$ cat config.mk
export PLATFORM = sky130hd
export DESIGN_NAME = mips_subset_execute_unit
export DESIGN_NICKNAME = d
export VERILOG_FILES = /design/src/mse_pkg.sv /design/src/mse_regfile.sv /design/src/mse_exec.sv /design/src/mse_result_fifo.sv /design/src/mips_subset_execute_unit.sv
export SDC_FILE = /design/constraint.sdc
export NUM_CORES = 2
export LEC_CHECK = 0
export CAP_MARGIN = 20
export CORE_ASPECT_RATIO = 0.75
export CORE_UTILIZATION = 50
export CTS_CLUSTER_DIAMETER = 60
export CTS_CLUSTER_SIZE = 8
export DETAILED_ROUTE_END_ITERATION = 12
export DONT_BUFFER_PORTS = 1
export PLACE_DENSITY_LB_ADDON = 0.15
export SETUP_SLACK_MARGIN = 0.4
export SYNTH_ARGS = -nofsm -noshare
export SYNTH_HDL_FRONTEND = slang
export SYNTH_SLANG_ARGS = --single-unit
$ cat constraint.sdc
create_clock -name clk -period 9.4 [get_ports clk]
set_input_delay 1.41 -clock clk [delete_from_list [all_inputs] [get_ports clk]]
set_output_delay 1.41 -clock clk [all_outputs]
set_load 0.03 [all_outputs]
$ cat src/mse_pkg.sv
`default_nettype none
// ----------------------------------------------------------------------------
// mse_pkg
// shared types, opcodes and constants of the subset execute unit
// ----------------------------------------------------------------------------
package mse_pkg;

	localparam int unsigned XLEN      = 32;
	localparam int unsigned REG_COUNT = 32;
	localparam int unsigned REG_AW    = $clog2(REG_COUNT);

	localparam logic [XLEN-1:0] BOOT_RESET       = 32'hBFC0_0000;
	localparam logic [XLEN-1:0] JUMP_REGION_MASK = 32'hF000_0000;
	localparam logic [XLEN-1:0] PC_STEP          = 32'd4;
	localparam int unsigned     IMM_W            = 16;

	// primary opcodes
	localparam logic [5:0] OP_SPECIAL = 6'b000000;
	localparam logic [5:0] OP_J       = 6'b000010;
	localparam logic [5:0] OP_ADDIU   = 6'b001001;
	localparam logic [5:0] OP_ORI     = 6'b001101;
	localparam logic [5:0] OP_LUI     = 6'b001111;
	localparam logic [5:0] OP_SW      = 6'b101011;

	// function codes under OP_SPECIAL
	localparam logic [5:0] FN_SLL = 6'b000000;
	localparam logic [5:0] FN_OR  = 6'b100101;

	// register write-back request
	typedef struct packed {
		logic              en;
		logic [REG_AW-1:0] addr;
		logic [XLEN-1:0]   data;
	} wb_t;

	// one result request
	typedef struct packed {
		logic            fault;
		logic [XLEN-1:0] store_data;
		logic [XLEN-1:0] store_address;
		logic            store_valid;
		logic [XLEN-1:0] fetch_address;
	} result_t;

endpackage
`default_nettype wire

$ cat src/mse_regfile.sv
`default_nettype none
// ----------------------------------------------------------------------------
// mse_regfile
// general registers: one write port, two registered read ports, valid bits
// for the all-zero reset and bypass of a write landing on the read edge
// ----------------------------------------------------------------------------
module mse_regfile (
	input  wire logic                      clk,
	input  wire logic                      arst_n,
	input  wire logic                      rd_en,
	input  wire logic [mse_pkg::REG_AW-1:0] rs_addr,
	input  wire logic [mse_pkg::REG_AW-1:0] rt_addr,
	output logic      [mse_pkg::XLEN-1:0]   rs_data,
	output logic      [mse_pkg::XLEN-1:0]   rt_data,
	input  wire mse_pkg::wb_t              wb
);

	logic [mse_pkg::XLEN-1:0]      mem [mse_pkg::REG_COUNT];
	logic [mse_pkg::REG_COUNT-1:0] vld_q;

	logic [mse_pkg::XLEN-1:0] rs_mem_s1, rt_mem_s1, byp_data_s1;
	logic                     rs_vld_s1, rt_vld_s1, rs_byp_s1, rt_byp_s1;

	always_ff @(posedge clk) begin
		if (wb.en) begin
			mem[wb.addr] <= wb.data;
		end
		if (rd_en) begin
			rs_mem_s1   <= mem[rs_addr];
			rt_mem_s1   <= mem[rt_addr];
			byp_data_s1 <= wb.data;
		end
	end

	always_ff @(posedge clk or negedge arst_n) begin
		if (!arst_n) begin
			vld_q     <= '0;
			rs_vld_s1 <= 1'b0;
			rt_vld_s1 <= 1'b0;
			rs_byp_s1 <= 1'b0;
			rt_byp_s1 <= 1'b0;
		end else begin
			if (wb.en) begin
				vld_q[wb.addr] <= 1'b1;
			end
			if (rd_en) begin
				rs_vld_s1 <= vld_q[rs_addr];
				rt_vld_s1 <= vld_q[rt_addr];
				rs_byp_s1 <= wb.en && (wb.addr == rs_addr);
				rt_byp_s1 <= wb.en && (wb.addr == rt_addr);
			end
		end
	end

	always_comb begin
		rs_data = rs_byp_s1 ? byp_data_s1 : (rs_vld_s1 ? rs_mem_s1 : '0);
		rt_data = rt_byp_s1 ? byp_data_s1 : (rt_vld_s1 ? rt_mem_s1 : '0);
	end

	// register zero must never be written
	a_no_r0_write: assert property (@(posedge clk) disable iff (!arst_n)
		wb.en |-> (wb.addr != '0))
		else $error("write to register zero");

	// a write to the rs address on a read edge is always bypassed on the rs port
	a_byp_valid: assert property (@(posedge clk) disable iff (!arst_n)
		(rd_en && wb.en && (wb.addr == rs_addr)) |=> rs_byp_s1)
		else $error("rs bypass lost");

	// a written entry is marked valid and stays valid
	a_vld_sticky: assert property (@(posedge clk) disable iff (!arst_n)
		wb.en |=> vld_q[$past(wb.addr)])
		else $error("valid bit not set after write");

endmodule
`default_nettype wire

$ cat src/mse_exec.sv
`default_nettype none
// ----------------------------------------------------------------------------
// mse_exec
// decode and execute of the pending instruction, next program counter
// ----------------------------------------------------------------------------
module mse_exec (
	input  wire logic [mse_pkg::XLEN-1:0] ins,
	input  wire logic [mse_pkg::XLEN-1:0] pc,
	input  wire logic [mse_pkg::XLEN-1:0] rs_val,
	input  wire logic [mse_pkg::XLEN-1:0] rt_val,
	output mse_pkg::result_t              res,
	output mse_pkg::wb_t                  wb
);

	logic [5:0]                 op, fn;
	logic [mse_pkg::REG_AW-1:0] rt, rd;
	logic [4:0]                 sh;
	logic [mse_pkg::XLEN-1:0]   imm_ze, imm_se, pc_inc, jump_pc;

	always_comb begin
		op      = ins[31:26];
		rt      = ins[20:16];
		rd      = ins[15:11];
		sh      = ins[10:6];
		fn      = ins[5:0];
		imm_ze  = {{(mse_pkg::XLEN-mse_pkg::IMM_W){1'b0}}, ins[15:0]};
		imm_se  = {{(mse_pkg::XLEN-mse_pkg::IMM_W){ins[15]}}, ins[15:0]};
		pc_inc  = pc + mse_pkg::PC_STEP;
		jump_pc = (pc & mse_pkg::JUMP_REGION_MASK) | {4'b0000, ins[25:0], 2'b00};

		res               = '0;
		res.fetch_address = pc_inc;
		wb                = '0;
		wb.addr           = rt;

		unique case (op)
			mse_pkg::OP_LUI: begin
				wb.en   = 1'b1;
				wb.data = {ins[15:0], {mse_pkg::IMM_W{1'b0}}};
			end
			mse_pkg::OP_ORI: begin
				wb.en   = 1'b1;
				wb.data = rs_val | imm_ze;
			end
			mse_pkg::OP_ADDIU: begin
				wb.en   = 1'b1;
				wb.data = rs_val + imm_se;
			end
			mse_pkg::OP_SW: begin
				res.store_valid   = 1'b1;
				res.store_address = rs_val + imm_se;
				res.store_data    = rt_val;
			end
			mse_pkg::OP_J: begin
				res.fetch_address = jump_pc;
			end
			mse_pkg::OP_SPECIAL: begin
				wb.addr = rd;
				unique case (fn)
					mse_pkg::FN_SLL: begin
						wb.en   = 1'b1;
						wb.data = rt_val << sh;
					end
					mse_pkg::FN_OR: begin
						wb.en   = 1'b1;
						wb.data = rs_val | rt_val;
					end
					default: res.fault = 1'b1;
				endcase
			end
			default: res.fault = 1'b1;
		endcase

		// writes to register zero are dropped
		if (wb.addr == '0) begin
			wb.en = 1'b0;
		end
	end

endmodule
`default_nettype wire

$ cat src/mse_result_fifo.sv
`default_nettype none
// ----------------------------------------------------------------------------
// mse_result_fifo
// two-entry result buffer between the execute step and the output stream
// ----------------------------------------------------------------------------
module mse_result_fifo (
	input  wire logic             clk,
	input  wire logic             arst_n,
	input  wire logic             push,
	input  wire mse_pkg::result_t push_data,
	output logic                  full,
	output logic                  out_valid,
	input  wire logic             out_ready,
	output mse_pkg::result_t      out_data
);

	mse_pkg::result_t entry_q [2];
	logic             wr_ptr_q, rd_ptr_q;
	logic [1:0]       count_q;
	logic             pop;

	always_comb begin
		full      = (count_q == 2'd2);
		out_valid = (count_q != 2'd0);
		out_data  = entry_q[rd_ptr_q];
		pop       = out_valid && out_ready;
	end

	always_ff @(posedge clk) begin
		if (push) begin
			entry_q[wr_ptr_q] <= push_data;
		end
	end

	always_ff @(posedge clk or negedge arst_n) begin
		if (!arst_n) begin
			wr_ptr_q <= 1'b0;
			rd_ptr_q <= 1'b0;
			count_q  <= 2'd0;
		end else begin
			if (push) begin
				wr_ptr_q <= ~wr_ptr_q;
			end
			if (pop) begin
				rd_ptr_q <= ~rd_ptr_q;
			end
			count_q <= count_q + {1'b0, push} - {1'b0, pop};
		end
	end

endmodule
`default_nettype wire

$ cat src/mips_subset_execute_unit.sv
`default_nettype none
// ----------------------------------------------------------------------------
// mips_subset_execute_unit
// subset integer core: executes the pending word, one delay slot, reports
// the next fetch address and any store request
// ----------------------------------------------------------------------------
//
// channel   dir  signals                      content
// -------   ---  ---------------------------  ------------------------------
// s_*       in   s_tvalid s_tready s_tdata    instruction_word [31:0]
// m_*       out  m_tvalid m_tready m_tdata    fetch_address [31:0],
//                m_tuser                      store_address [63:32],
//                                             store_data [95:64];
//                                             tuser: store_valid [0], fault [1]
// cfg_*     in   cfg_wr_en cfg_wr_data        boot_address, loads the counter
//
// one instruction per clock while the output buffer has room: an accepted request
// executes the pending word and that result is written into a two-entry output buffer
// the operand reads of a word are issued the cycle it is accepted, so the
// register file read latency is hidden behind the delay-slot pending word;
// a write on that same edge is bypassed
// s_tready drops only while both output buffer entries are occupied
// reset loads the counter with 0xBFC00000, clears the pending word to a nop
// and clears the register valid bits, so all registers read zero at once
//
module mips_subset_execute_unit (
	input  wire logic                     clk,
	input  wire logic                     arst_n,
	input  wire logic                     s_tvalid,
	output logic                          s_tready,
	input  wire logic [31:0]              s_tdata,     // instruction_word
	output logic                          m_tvalid,
	input  wire logic                     m_tready,
	output logic      [95:0]              m_tdata,     // fetch_address, store_address, store_data
	output logic      [1:0]               m_tuser,     // store_valid, fault
	input  wire logic                     cfg_wr_en,
	input  wire logic [mse_pkg::XLEN-1:0] cfg_wr_data  // boot_address
);

	// architectural state outside the register file
	logic [mse_pkg::XLEN-1:0] pc_q;
	logic [mse_pkg::XLEN-1:0] pending_q;

	logic                     in_acc;
	logic                     buf_full;
	logic [mse_pkg::XLEN-1:0] rs_val, rt_val;
	mse_pkg::result_t         res, out_res;
	mse_pkg::wb_t             wb_req, wb;

	assign s_tready = !buf_full;
	assign in_acc   = s_tvalid && s_tready;

	// write-back only happens when the request is taken
	always_comb begin
		wb    = wb_req;
		wb.en = wb_req.en && in_acc;
	end

	// operands of the arriving word are fetched while it becomes pending
	mse_regfile u_regfile (
		.clk     (clk),
		.arst_n  (arst_n),
		.rd_en   (in_acc),
		.rs_addr (s_tdata[25:21]),
		.rt_addr (s_tdata[20:16]),
		.rs_data (rs_val),
		.rt_data (rt_val),
		.wb      (wb)
	);

	mse_exec u_exec (
		.ins    (pending_q),
		.pc     (pc_q),
		.rs_val (rs_val),
		.rt_val (rt_val),
		.res    (res),
		.wb     (wb_req)
	);

	mse_result_fifo u_result_fifo (
		.clk       (clk),
		.arst_n    (arst_n),
		.push      (in_acc),
		.push_data (res),
		.full      (buf_full),
		.out_valid (m_tvalid),
		.out_ready (m_tready),
		.out_data  (out_res)
	);

	// counter and pending word advance per accepted request; a config write loads the counter instead
	always_ff @(posedge clk or negedge arst_n) begin
		if (!arst_n) begin
			pc_q      <= mse_pkg::BOOT_RESET;
			pending_q <= '0;
		end else begin
			if (cfg_wr_en) begin
				pc_q <= cfg_wr_data;
			end else if (in_acc) begin
				pc_q <= res.fetch_address;
			end
			if (in_acc) begin
				pending_q <= s_tdata;
			end
		end
	end

	assign m_tdata = {out_res.store_data, out_res.store_address, out_res.fetch_address};
	assign m_tuser = {out_res.fault, out_res.store_valid};

	// every accepted request leaves a result behind
	a_acc_result: assert property (@(posedge clk) disable iff (!arst_n)
		in_acc |=> m_tvalid)
		else $error("accepted request produced no result");

	// input stalls only with a full buffer, which shows a result
	a_stall_full: assert property (@(posedge clk) disable iff (!arst_n)
		!s_tready |-> m_tvalid)
		else $error("input stalled with empty output");

	// a faulting instruction never issues a store or a register write
	a_fault_nostore: assert property (@(posedge clk) disable iff (!arst_n)
		(in_acc && res.fault) |-> (!res.store_valid && !wb.en))
		else $error("faulting instruction had an effect");

	// counter follows the reported fetch address
	a_pc_follow: assert property (@(posedge clk) disable iff (!arst_n)
		(in_acc && !cfg_wr_en) |=> (pc_q == $past(res.fetch_address)))
		else $error("counter diverged from fetch address");

endmodule
`default_nettype wire
Word-level counts from Yosys, hierarchy flattened. Memories as Yosys holds them, arrays and structs flattened. A register that Yosys moved wholly into a read port is not among the register bits. Cells that the tools add are included.

Add/sub/neg operators: 4. Magnitude comparators: 4. Equality and inequality tests: 9. Shifts and indexed selects: 1. Muxes and demuxes: 26. Bitwise operators: 6. Reduce and logical (&&, ||, !) cells: 15.

Operators by type and width (number): 2-to-1 mux 32 bit (7); one-hot mux 32 bit (4 select lines) (1); 2-to-1 mux 65 bit (1); OR 32 bit (2); one-hot mux 32 bit (2 select lines) (1); adder 32 x 3 -> 32 bit, second input constant (1); adder 32 bit (1); OR 32 x 16 -> 32 bit (1); OR 32 x 28 -> 32 bit (1); << shifter 32 x 5 -> 32 bit (1); equality test 6 x 4 -> 1 bit, second input constant (3); < comparator 5 x 6 -> 1 bit, second input constant (3); equality test 6 bit, second input constant (2); logical NOT 6 bit (2); binary-select mux 1 bit (select 5 bit) (2); equality test 5 bit (2); 2-to-1 mux 1 bit (10); equality test 6 x 2 -> 1 bit, second input constant (1); logical AND 1 bit (6); demux 1 bit (select 5 bit) (1); greater-or-equal comparator 5 x 1 -> 1 bit, second input constant (1); logical NOT 5 bit (1); 2-to-1 mux 5 bit (1); OR reduction 5 bit (1); 9 further kinds (12).

Register bits: 136. Bits in writable memories: 1220. Output and inout bits: 100. Logic and storage cells: 78. Memories kept: 2.

Memories: u_regfile.mem (depth 32, width 32, rd ports 2, clocked after memory_dff 2, write ports 1, RTL line mse_regfile.sv:18) `logic [mse_pkg::XLEN-1:0] mem [mse_pkg::REG_COUNT];`; u_result_fifo.entry_q (depth 2, width 98, rd ports 1, clocked after memory_dff 0, write ports 1, RTL line mse_result_fifo.sv:17) `mse_pkg::result_t entry_q [2];`.

Logic depth before layout (Yosys ltp).
Depth after elaboration: 8. Depth in mapped cells: 17.

Cells and area by module. A second synthesis with hierarchy kept.

Cells, all modules: 3856. Area, all modules: 68951.1 um2.

By module, submodules not included: mse_regfile (times used 1, cells each 2289, area an instance 52207.6 um2, sequential area each 34533.1 um2); mse_result_fifo (times used 1, cells each 322, area an instance 7300.8 um2, sequential area each 5985.7 um2); mse_exec (times used 1, cells each 995, area an instance 6459.9 um2, sequential area each 0.0 um2); mips_subset_execute_unit (times used 1, cells each 250, area an instance 2982.9 um2, sequential area each 1612.8 um2).

Worst setup path before layout. Ideal clock, no wire load.

Path type: input to register. From: input port s_tvalid. To: memory u_result_fifo.entry_q[0][0] in the netlist's numbering (enable). Arrival: 5981 ps. Required time: 8844 ps. Path slack: 2863 ps. Cell stages on the path: 4. Cell sequence: nand2_1 clkbuf_1 buf_1 nor2_1.

Longest elaborated chain between the ends: 3.

Ends and longest elaborated chain: start, declared (RTL line mips_subset_execute_unit.sv:29) `input wire logic s_tvalid,`; logical AND 1 bit (RTL line mips_subset_execute_unit.sv:51) `assign in_acc = s_tvalid && s_tready;`; 2-to-1 mux 1 bit (RTL line mse_result_fifo.sv:30) `if (push) begin`; 2-to-1 mux 1 bit (not written as such) (RTL line mse_result_fifo.sv:31) `entry_q[wr_ptr_q] <= push_data;`; end, declared (RTL line mse_result_fifo.sv:17).

Every way passes these cells.

==> summary.md <==
| Metric | Value |
|---|---|
| CP Capture Type | `register` |
| Postcts setup bufs | `0` |
| Worst-path clk slew | `0.05 ns` |
| FF-to-FF setup slack | `4.58 ns` |
| Largest net degree at the start of global routing | `~270` |
| Crit share post-route | `0.513` |
| Final Hold Viols | `0` |
| Drt first-iter violations | `approximately 4700` |
| Total I/O pin count | `around 170` |
| Crit-path max FO | `33` |
| Highest clock rate | `a little over 0.2 GHz` |
| Hold Crit Class | `input pin to async pin` |
| CP Data Required Time | `a little under 10 ns` |
| Placed insts | `5391` |
| P per Cell Area | `235 mW/mm2` |
| CTS Buf Count | `approximately 200` |
| H-tree levels | `4` |
| Die ar. | `approximately 0.14 mm2` |
| Area grow syn2layout | `11.6%` |
| Unrepaired setup endpoints after global routing | `no` |
| Cells after synthesis | `roughly 3800` |
| Synth Register Bits | `1420` |
| Outcome | `finished, final reports clean` |
| Synth Warn # | `0` |
| Antenna violations before repair | `3` |
| Routed wire length | `slightly below 200 mm` |
| Cell Rows | `116` |
| Number of synthesized flops with an enable pin | `roughly 1300` |
| Starting Density | `0.506` |
| Maxcap violations | `0` |
| Pleak | `~22 nW` |
| Critical path arrival | `about 5.3 ns` |
| Register area share after synthesis | `0.622` |
| Finished Layout Cells | `approximately 5700` |
| # nets final | `slightly below 4000` |
| Crit start category | `register` |
| GR Util All Layers | `0.287` |
| Worst setup path class | `register to register` |
| Die H | `321 um` |
| Max Slew Vio Count | `0` |
| Post-synth ARST share | `0.0732` |
| Via-to-Cell Ratio | `between 6 and 7` |
| CTS resizes | `0` |
| Tmin final | `4.82 ns` |
| Vias | `roughly 39000` |
| GPL Wtd Cong | `between 0.9 and 1` |
| Post-DRT Antenna Nets | `0` |
| Syn Area/Cell | `about 18 um2` |
| Worst slew margin | `0.270` |
| CTS Hold Bufs | `0` |
| Worst-margin pin slew | `1.09 ns` |
| DPL Wire Length | `around 110 mm` |
| Yosys cell types | `between 80 and 90` |
| Core area | `0.134 mm2` |
| Setup violators final | `0` |
| Ys flop type | `edfxtp_1` |
| Setup Skew | `about 0.042 ns` |
| Total clock sinks | `approximately 1400` |
| PortBufs | `0` |
| Share of cells above drive strength 1 | `0.323` |
| Clock Path Buffers | `3` |
| Clk Latency, worst-skew pair | `slightly above 0.8 ns` |
| Vias in the first global route | `38000` |
| Setup TNS | `0 ns` |
| Pre-antenna DRT Iters | `5` |
| Die W | `roughly 430 um` |
| Synthesized area | `around 0.068 mm2` |
| Total gr overflow | `0` |
| DRC | `0` |
| First-pass GRT wire length | `about 280 mm` |
| TritonCTS clock tree | `done` |
| DR WL/cell | `34.2 um` |
| Clk root buf | `clkbuf_16` |
| Maximum vdd drop | `between 0.2 and 0.25 mV` |
[cell usage in the layout, fill, tap and decap left out, types with 6 or more instances in the layout]
master     count
a211oi_1       7
a21o_1         7
a21oi_1      117
a22o_1        12
a22oi_1       51
a31oi_1        6
and2_1         9
and3_1        10
buf_4         90
clkbuf_1      77
clkbuf_16    197
conb_1        32
dfrtp_1       93
dfstp_2        9
edfxtp_1    1316
ha_1          51
inv_1         62
mux2_2       184
mux2i_1       67
mux4_2       670
nand2_1      203
nand2b_1      14
nand3_1       23
nand4_1        8
nor2_1       155
nor2_4        33
nor2b_1       12
nor3_1        19
o21ai_0      118
o21ai_1        6
o21ai_2       11
o21bai_1       6
o221ai_2      15
or2_1         29
xnor2_1       42
xor2_1        34
[per-stage QoR]
stage	hold slack (ns)	utilization	setup WS (ns)	power [mW]	cell area, um2
3_3_place_gp	0.376	0.523	4.27	11.4	70100
2_1_floorplan	0.441	-	2.86	10.4	67900
5_1_grt	0.261	0.565	4.47	18.3	75600
3_5_place_dp	0.394	0.523	4.28	11.4	70100
6_report	0.299	0.565	4.58	17.8	75600
4_1_cts	0.237	0.564	4.23	17.8	75600
[sequential cells by signal (all words and copies together), names as in the netlist, 2 cells and up]
signal and flops:
u_regfile.mem 1024, u_result_fifo.entry_q 196, pc_q 32, pending_q 32
u_regfile.byp_data_s1 32, u_regfile.rs_mem_s1 32, u_regfile.rt_mem_s1 32, u_regfile.vld_q 32
u_result_fifo.count_q 2
[final timing paths]
path	from	to	cells after the start
max	u_regfile.rs_vld_s1$_DFFE_PN0P_	u_regfile.mem[31][11]$_DFFE_PP_	12
min	arst_n	pending_q[6]$_DFFE_PN0P_	0
max reg2reg	u_regfile.rs_vld_s1$_DFFE_PN0P_	u_regfile.mem[31][11]$_DFFE_PP_	12
min reg2reg	u_regfile.vld_q[0]$_DFFE_PN0P_	u_regfile.vld_q[0]$_DFFE_PN0P_	0
max in group asynchronous	arst_n	pc_q[31]$_DFFE_PN1P_	0
min in group clk	u_regfile.vld_q[0]$_DFFE_PN0P_	u_regfile.vld_q[0]$_DFFE_PN0P_	0
[synth_stat cells (5+ instances only)]
cell type | n | area [um2]
edfxtp_1 | 1316 | 39500
mux4_2 | 670 | 15100
nand2_1 | 204 | 766
mux2_2 | 184 | 2070
nor2_1 | 181 | 679
clkbuf_1 | 177 | 664
o21ai_0 | 128 | 641
a21oi_1 | 117 | 586
dfrtp_1 | 95 | 2380
buf_2 | 68 | 340
mux2i_1 | 67 | 671
inv_1 | 62 | 233
a22oi_1 | 51 | 383
ha_1 | 51 | 638
xnor2_1 | 42 | 368
xor2_1 | 34 | 298
or2_1 | 29 | 181
nand3_1 | 23 | 115
nor3_1 | 20 | 100
o221ai_1 | 20 | 175
buf_1 | 19 | 71.3
nand2b_1 | 14 | 87.6
nor2b_1 | 13 | 81.3
a22o_1 | 12 | 105
and3_1 | 10 | 62.6
and2_1 | 9 | 56.3
dfstp_2 | 9 | 236
nand4_1 | 8 | 50.1
a211oi_1 | 7 | 52.6
a21o_1 | 7 | 52.6
nor2_2 | 7 | 43.8
a31oi_1 | 6 | 37.5
o21ai_1 | 6 | 30.0
o21bai_1 | 6 | 45.0
o211ai_1 | 5 | 37.5
o22ai_1 | 5 | 31.3
or2_2 | 5 | 31.3
or3_1 | 5 | 31.3
[critical path: stages (launching register included)]
cell and delay, ns:
dfrtp_1 0.39, nor2b_4 0.13, buf_4 0.24, a22oi_1 0.57
ha_1 0.35, a21o_1 0.15, a21oi_1 0.29, or4_1 0.17
nand2_1 0.14, o41ai_1 0.62, nand2b_1 0.20, xnor2_1 0.22
o221ai_4 0.85
[metal layers]
metal / vias up / global-route usage / share of wire
met4: 6 / 0.0826 / 0.026
met2: 1926 / 0.418 / 0.45
met1: 20900 / 0.440 / 0.44
met5: - / 0 / 0.00018
li1: 15600 / - / -
met3: 304 / 0.0559 / 0.084
[report_power, final]
group / internal [mW] / switching [mW]
registers: 7.56 / 0.335
logic: 1.11 / 2.30
clock network: 3.83 / 2.63
[cells by family (layout without fill, tap and decap cells)]
| group | count (synthesis) | count (layout) | share of synthesized area |
|---|---|---|---|
| flops | 1420 | 1420 | 0.622 |
| mux | 921 | 921 | 0.263 |
| simple gates | 558 | 558 | 0.0383 |
| compound gates | 407 | 407 | 0.0371 |
| buf+inv | 334 | 446 | 0.0203 |
| xor+xnor | 76 | 76 | 0.00982 |
| fa+ha+maj | 52 | 52 | 0.00971 |
| other cells | 1 | 33 | 0.0000553 |
[cell type report]
cell class	instances	area [um2]
Sequential cell	1420	42100
Tap cell	1770	2210
Fill cell	10100	58300
Clock buffer	274	5220
Clock inverter	16	264
Antenna cell	1	2.50
Inverter	65	251
Timing Repair Buffer	91	691
Multi-Input combinational cell	2046	24800
Note: power is estimated with default switching activity, not from simulation.
